<file path="config.mk">
export PLATFORM = sky130hd
export DESIGN_NAME = imh_front
export DESIGN_NICKNAME = d
export VERILOG_FILES = /design/src/hw/rtl/imh_pkg.sv /design/src/hw/rtl/imh_front.sv
export SDC_FILE = /design/constraint.sdc
export NUM_CORES = 1
export LEC_CHECK = 0
export BUFFER_PORTS_ARGS = -buffer_cell sky130_fd_sc_hd__buf_2
export CAP_MARGIN = 5
export CORE_AREA = 2 2 95 97
export CTS_BUF_LIST = sky130_fd_sc_hd__clkbuf_4 sky130_fd_sc_hd__clkbuf_8
export CTS_CLUSTER_SIZE = 10
export DETAILED_ROUTE_END_ITERATION = 7
export DIE_AREA = 0 0 97 99
export PLACE_DENSITY = 0.81
export SETUP_SLACK_MARGIN = 0.1
export SKIP_CTS_REPAIR_TIMING = 1
export SYNTH_ARGS = -nofsm -noshare
export SYNTH_HDL_FRONTEND = slang
export SYNTH_SLANG_ARGS = --single-unit
</file>
<file path="constraint.sdc">
create_clock -name clk -period 3.06 [get_ports clk]
set_clock_uncertainty 0.2 [all_clocks]
set_input_delay 0.306 -clock clk [delete_from_list [all_inputs] [get_ports clk]]
set_output_delay 0.306 -clock clk [all_outputs]
set_load 0.02 [all_outputs]
</file>
<file path="src/hw/rtl/imh_pkg.sv">
`timescale 1ns / 1ps

package imh_pkg;

  localparam int CAPACITY_DEF = 1024;
  localparam int KEY_BITS_DEF = 32;
  localparam int ID_SPACE     = 1024;
  localparam int ID_BITS      = 10;
  localparam int POS_BITS     = 10;
  localparam int KEY_IN_BITS  = 32;
  localparam int FPOS_BITS    = 11;

  localparam logic [FPOS_BITS-1:0] POS_ABSENT = 11'd1024;

  typedef enum logic [1:0] {
    ST_OK      = 2'd0,
    ST_BAD_POS = 2'd1,
    ST_FULL    = 2'd2
  } status_t;

  typedef enum logic [2:0] {
    OP_APPEND = 3'd0,
    OP_BUILD  = 3'd1,
    OP_CHANGE = 3'd2,
    OP_REMOVE = 3'd3,
    OP_LOCATE = 3'd4,
    OP_NONE   = 3'd5
  } op_t;

  typedef struct packed {
    op_t                   op;
    logic [POS_BITS-1:0]   position;
    logic [ID_BITS-1:0]    entry_id;
    logic [KEY_IN_BITS-1:0] key;
  } item_t;

  typedef struct packed {
    logic  valid;
    item_t item;
  } head_t;

endpackage

</file>
<file path="src/hw/rtl/imh_front.sv">
`timescale 1ns / 1ps

module imh_front (
  input  logic                          clk,
  input  logic                          rst_n,
  input  logic                          in_push,
  output logic                          in_full,
  input  logic [2:0]                    in_mode,
  input  logic [imh_pkg::POS_BITS-1:0]  in_position,
  input  logic [imh_pkg::ID_BITS-1:0]   in_entry_id,
  input  logic [imh_pkg::KEY_IN_BITS-1:0] in_key,
  input  logic                          clearing,
  output imh_pkg::head_t                head,
  input  logic                          head_pop
);
  import imh_pkg::*;

  item_t       fifo_r [2];
  logic        wr_ptr_r, wr_ptr_nxt;
  logic        rd_ptr_r, rd_ptr_nxt;
  logic [1:0]  fill_r, fill_nxt;
  logic        push_ok, pop_ok;
  op_t         op_dec;
  item_t       item_in;

  always_comb begin
    unique case (in_mode)
      3'd0:    op_dec = OP_APPEND;
      3'd1:    op_dec = OP_BUILD;
      3'd2:    op_dec = OP_CHANGE;
      3'd3:    op_dec = OP_REMOVE;
      3'd4:    op_dec = OP_LOCATE;
      default: op_dec = OP_NONE;
    endcase
  end

  assign item_in    = '{op: op_dec, position: in_position, entry_id: in_entry_id, key: in_key};
  assign in_full    = (fill_r == 2'd2) || clearing;
  assign push_ok    = in_push && !in_full;
  assign head.valid = (fill_r != 2'd0);
  assign head.item  = fifo_r[rd_ptr_r];
  assign pop_ok     = head_pop && head.valid;

  always_comb begin
    wr_ptr_nxt = wr_ptr_r ^ push_ok;
    rd_ptr_nxt = rd_ptr_r ^ pop_ok;
    fill_nxt   = fill_r + 2'(push_ok) - 2'(pop_ok);
  end

  always_ff @(posedge clk) begin
    if (!rst_n) begin
      wr_ptr_r <= 1'b0;
      rd_ptr_r <= 1'b0;
      fill_r   <= 2'd0;
    end else begin
      wr_ptr_r <= wr_ptr_nxt;
      rd_ptr_r <= rd_ptr_nxt;
      fill_r   <= fill_nxt;
    end
  end

  always_ff @(posedge clk) begin
    if (push_ok) begin
      fifo_r[wr_ptr_r] <= item_in;
    end
  end

endmodule

</file>
Word-level counts from Yosys, hierarchy flattened

Memory sizes are Yosys's and may differ from the RTL's. A register that Yosys moved wholly into a read port is not among the register bits.
Index checks and enable logic that the tools add are counted.

Bitwise gates (word level): 2
Reduce and logical (&&, ||, !) cells: 6
Eq/ne operators: 5
$add $sub $neg: 2
Multiplexer cells: 4

Operators by type and width:

| kind                                                | count |
|---|---|
| case mux 3 bit (5 select lines)                     | 1 |
| equality test 3 x 2 -> 1 bit, second input constant | 2 |
| equality test 3 x 1 -> 1 bit, second input constant | 1 |
| equality test 3 bit, second input constant          | 1 |
| zero test 3 bit                                     | 1 |
| two-way mux 1 bit                                   | 3 |
| adder 2 x 1 -> 2 bit                                | 1 |
| equality test 2 bit, second input constant          | 1 |
| logical AND 1 bit                                   | 2 |
| nonzero test 2 bit                                  | 1 |
| subtractor 2 x 1 -> 2 bit                           | 1 |
| XOR 1 bit                                           | 2 |
| zero test 1 bit                                     | 1 |
| logical OR 1 bit                                    | 1 |

Output and inout bits: 57
Memories kept: 1
Memory bits (writable): 110
Register bits after elaboration: 4
Input port bits: 60

Memory list:

| name   | words | width | read ports | clocked after memory_dff | write ports | RTL line        | RTL |
|---|---|---|---|---|---|---|---|
| fifo_r | 2     | 55    | 1          | 1                        | 1           | imh_front.sv:18 | `item_t fifo_r [2];` |

Longest topological paths before layout

Depth in word-level cells: 6
Gate-level depth with buffers: 7

Least setup slack after synthesis

No wires, ideal clock.

Path kind: register -> register
Start point: register fill_r[1]
End point: memory fifo_r[1][0] in the netlist's numbering (enable)
Arrival time: 1.907 ns
Slack: 0.534 ns
Stages on the path, launching flop included: 4
Cells stage by stage: dfxtp_1 > inv_1 > o211a_1 > ha_1

Longest elaborated chain between the ends: 6

Ends and longest elaborated chain:

| item                                    | RTL line        | RTL |
|---|---|---|
| from (decl)                             | imh_front.sv:21 | `logic [1:0] fill_r, fill_nxt;` |
| from (signal assigned)                  | imh_front.sv:58 | `fill_r <= fill_nxt;` |
| equality test 2 bit                     | imh_front.sv:38 | `assign in_full = (fill_r == 2'd2) \|\| clearing;` |
| logical OR 1 bit                        | imh_front.sv:38 |  |
| zero test 1 bit                         | imh_front.sv:39 | `assign push_ok = in_push && !in_full;` |
| logical AND 1 bit                       | imh_front.sv:39 |  |
| two-way mux 1 bit                       | imh_front.sv:63 | `if (push_ok) begin` |
| two-way mux 1 bit (implied by the code) | imh_front.sv:64 | `fifo_r[wr_ptr_r] <= item_in;` |
| to (decl)                               | imh_front.sv:18 |  |

No other way between the ends.

==> results.sh <==
export IMPL_outcome="finished, final reports clean"
export IMPL_chipWidth_um=97
export IMPL_setup_slack_ns=0.612
export IMPL_globalRouteOverflowTotal=0
export IMPL_syn_area_um2=4510
export IMPL_core_um2=8550
export IMPL_crit_path_end_kind="output port"
export IMPL_clkSlewWorstSetupHoldPaths_ns=0.06
export IMPL_clk_latency_ns=0.41
export IMPL_rows=34
export IMPL_min_period_over_period_pct=80.0
export IMPL_crit_chain="buf_12 > mux2_4 > buf_2"
export IMPL_cts_buffers=17
export IMPL_clock_sinks=115
export IMPL_power_w=0.00435
export IMPL_drv_cap=0
export IMPL_gp_congestion=0.709
export IMPL_drtPass1Iterations=4
export IMPL_startpoint_type="flip-flop"
export IMPL_root_buffer="clkbuf_8"
export IMPL_cpMaxStageDelayCell="dfxtp_4"
export IMPL_crit_path_max_fanout=34
export IMPL_rsz0062_at_grt="false"
export IMPL_track_usage_pct=15.8
export IMPL_p_leak_nw=2.44
export IMPL_synth_cell_types=21
export IMPL_yosys_area_top_type_share_pct=73.2
export IMPL_synth_edf_count=110
export IMPL_multi_input_area_um2=983
export IMPL_grt_pass1_vias=2271
export IMPL_max_stage_delay_ns=0.75
export IMPL_nFillCells=569
export IMPL_hold_class="in -> reg"
export IMPL_maxSlewViolCount=0
export IMPL_cp_top_family="flip-flops"
export IMPL_drtAntennaViolNets=0
export IMPL_p_per_area_nw_per_um2=709
export IMPL_die_height_um=99
export IMPL_cp_required_ns=2.55
export IMPL_yosys_area_top_type="edfxtp_1"
export IMPL_ys_ff_latch=115
export IMPL_worstPathBufferInverterCount=2
export IMPL_syn_nets=264
export IMPL_grt_pass1_wl_um=11200
export IMPL_maxSlewHeadroom_pct=50.9
export IMPL_ctsLongestPathBuffers=2
export IMPL_area_growth_pct=35.8
export IMPL_drc=0
export IMPL_nNetsFinal=452
export IMPL_period_needed_ns=2.45
export IMPL_peakVddDrop_v=0.000572
export IMPL_setup_violations=0
export IMPL_rr_startpoint="fill_r[1]"
export IMPL_async_flop_share_pct=0
export IMPL_io_pin_count=117
export IMPL_drt_total_wl_um=7890
export IMPL_fmax_mhz=408
export IMPL_yosysWarnings=0
export IMPL_antenna_found_initial=0
export IMPL_yosysSeqAreaShare_pct=75.4
export IMPL_critical_path_class="reg -> out"
export IMPL_place_worst_setup_slack_ns=0.995
export IMPL_start_util_pct=52.8
export IMPL_crit_arrival_ns=1.94
export IMPL_portBuffers=116
export IMPL_tns_ns=0
export IMPL_drt_vias_per_instance=4.79
export IMPL_min_from="in_mode[1]"
export IMPL_vias=2439
export IMPL_dieArea_um2=9600
export IMPL_h_tree_depth=4
export IMPL_ff_latch_area_um2=3410
export IMPL_finalHoldViolCount=0
export IMPL_netlist_top_cells_area="edfxtp_1, mux2_4, buf_12"
export IMPL_synth_area_per_cell_um2=22.6
export IMPL_hpwl_um=4840
export IMPL_drive_gt1_share_pct=51.6
export IMPL_antenna_cells=0
export IMPL_avgRoutedWirePerCell_um=15.5
export IMPL_ys_flop_type="edfxtp_1"
export IMPL_tightest_slew_ns=0.737
export IMPL_grt_max_degree=56
export IMPL_cts_tree="built"
export IMPL_synth_cells=200
export IMPL_drt_iter0_markers=130
[final cells by class]
cell class	count	share of cell area (%)
multi-input combinational	74	16.1
timing repair buffer	176	19.5
clock buffer	19	4.06
clock inverter	13	2.31
sequential	115	55.6
tap	108	2.21
inverter	4	0.245
[Yosys cell counts (2+ instances only)]
library cell,n
mux2_4,50
nor2b_1,3
inv_1,4
mux2i_1,2
mux2_2,5
dfxtp_1,5
ha_1,4
edfxtp_1,110
buf_12,5
[worst reg2reg max path: stages, from the launching register on]
cell and delay, ns:
dfxtp_1 0.34, inv_1 0.10, o211a_1 0.20, ha_2 0.17, buf_4 0.57
[registers in the layout, summed over array words and instances, names as in the netlist, named ones only]
register,cells
fifo_r,110
fill_r,2
rd_ptr_r,1
wr_ptr_r,1
[layout by cell type (no fill, tap or decap), types with 2 or more instances in the layout]
cell / count
mux2_2: 5
dlygate4sd3_1: 56
buf_12: 2
nor2b_1: 3
clkinv_1: 4
inv_1: 4
edfxtp_1: 110
clkbuf_8: 17
ha_1: 2
clkinv_2: 4
clkbuf_4: 2
bufinv_16: 3
mux2i_1: 2
mux2_4: 50
buf_4: 2
ha_2: 2
buf_2: 116
dfxtp_1: 4
[final timing paths]
check                       end  slack, ns  cells past startpoint
setup reg to reg   fifo_r[1][6]       1.06                      4
hold / removal    fifo_r[1][53]        0.1                      2
hold reg to reg       flip-flop       0.29                      2
setup / recovery       head[10]       0.61                      3
[power breakdown]
part | total [W] | switching [W] | internal (W)
sequential | 0.00197 | 0.000105 | 0.00186
combinational | 0.00103 | 0.000497 | 0.000531
clock | 0.00135 | 0.000547 | 0.000805
total | 0.00435 | 0.00115 | 0.00320
[per-layer routing]
| layer | GRT usage, % | vias up | share of wire, % |
|---|---|---|---|
| met5 | 0 | - | 0 |
| met4 | 7.48 | 0 | 1.4 |
| met3 | 7.73 | 11 | 6.9 |
| met2 | 25.1 | 86 | 51 |
| met1 | 18.2 | 1180 | 40 |
| li1 | - | 1162 | - |
[kinds of logic after synthesis]
group,Yosys count,synth area share [%]
muxes,57,18.3
adders and majority gates,4,1.11
xor gates and xnor gates,1,0.499
buffers and inverters,11,2.88
DFF,115,75.4
and+or+nand+nor,7,0.915
AOI/OAI and AO/OA,5,0.832
[through the flow]
| step | instance area (µm²) | instances | hold WS, ns | utilization [%] |
|---|---|---|---|---|
| floorplan | 4510 | 200 | 0.205 | - |
| global placement | 5180 | 421 | 0.250 | 60.5 |
| detailed placement | 5180 | 421 | 0.275 | 60.5 |
| CTS | 5570 | 453 | -0.150 | 65.1 |
| global route | 6130 | 509 | 0.0857 | 71.7 |
| finish | 6130 | 509 | 0.0952 | 71.7 |
Note: power is estimated with default switching activity, not from simulation.
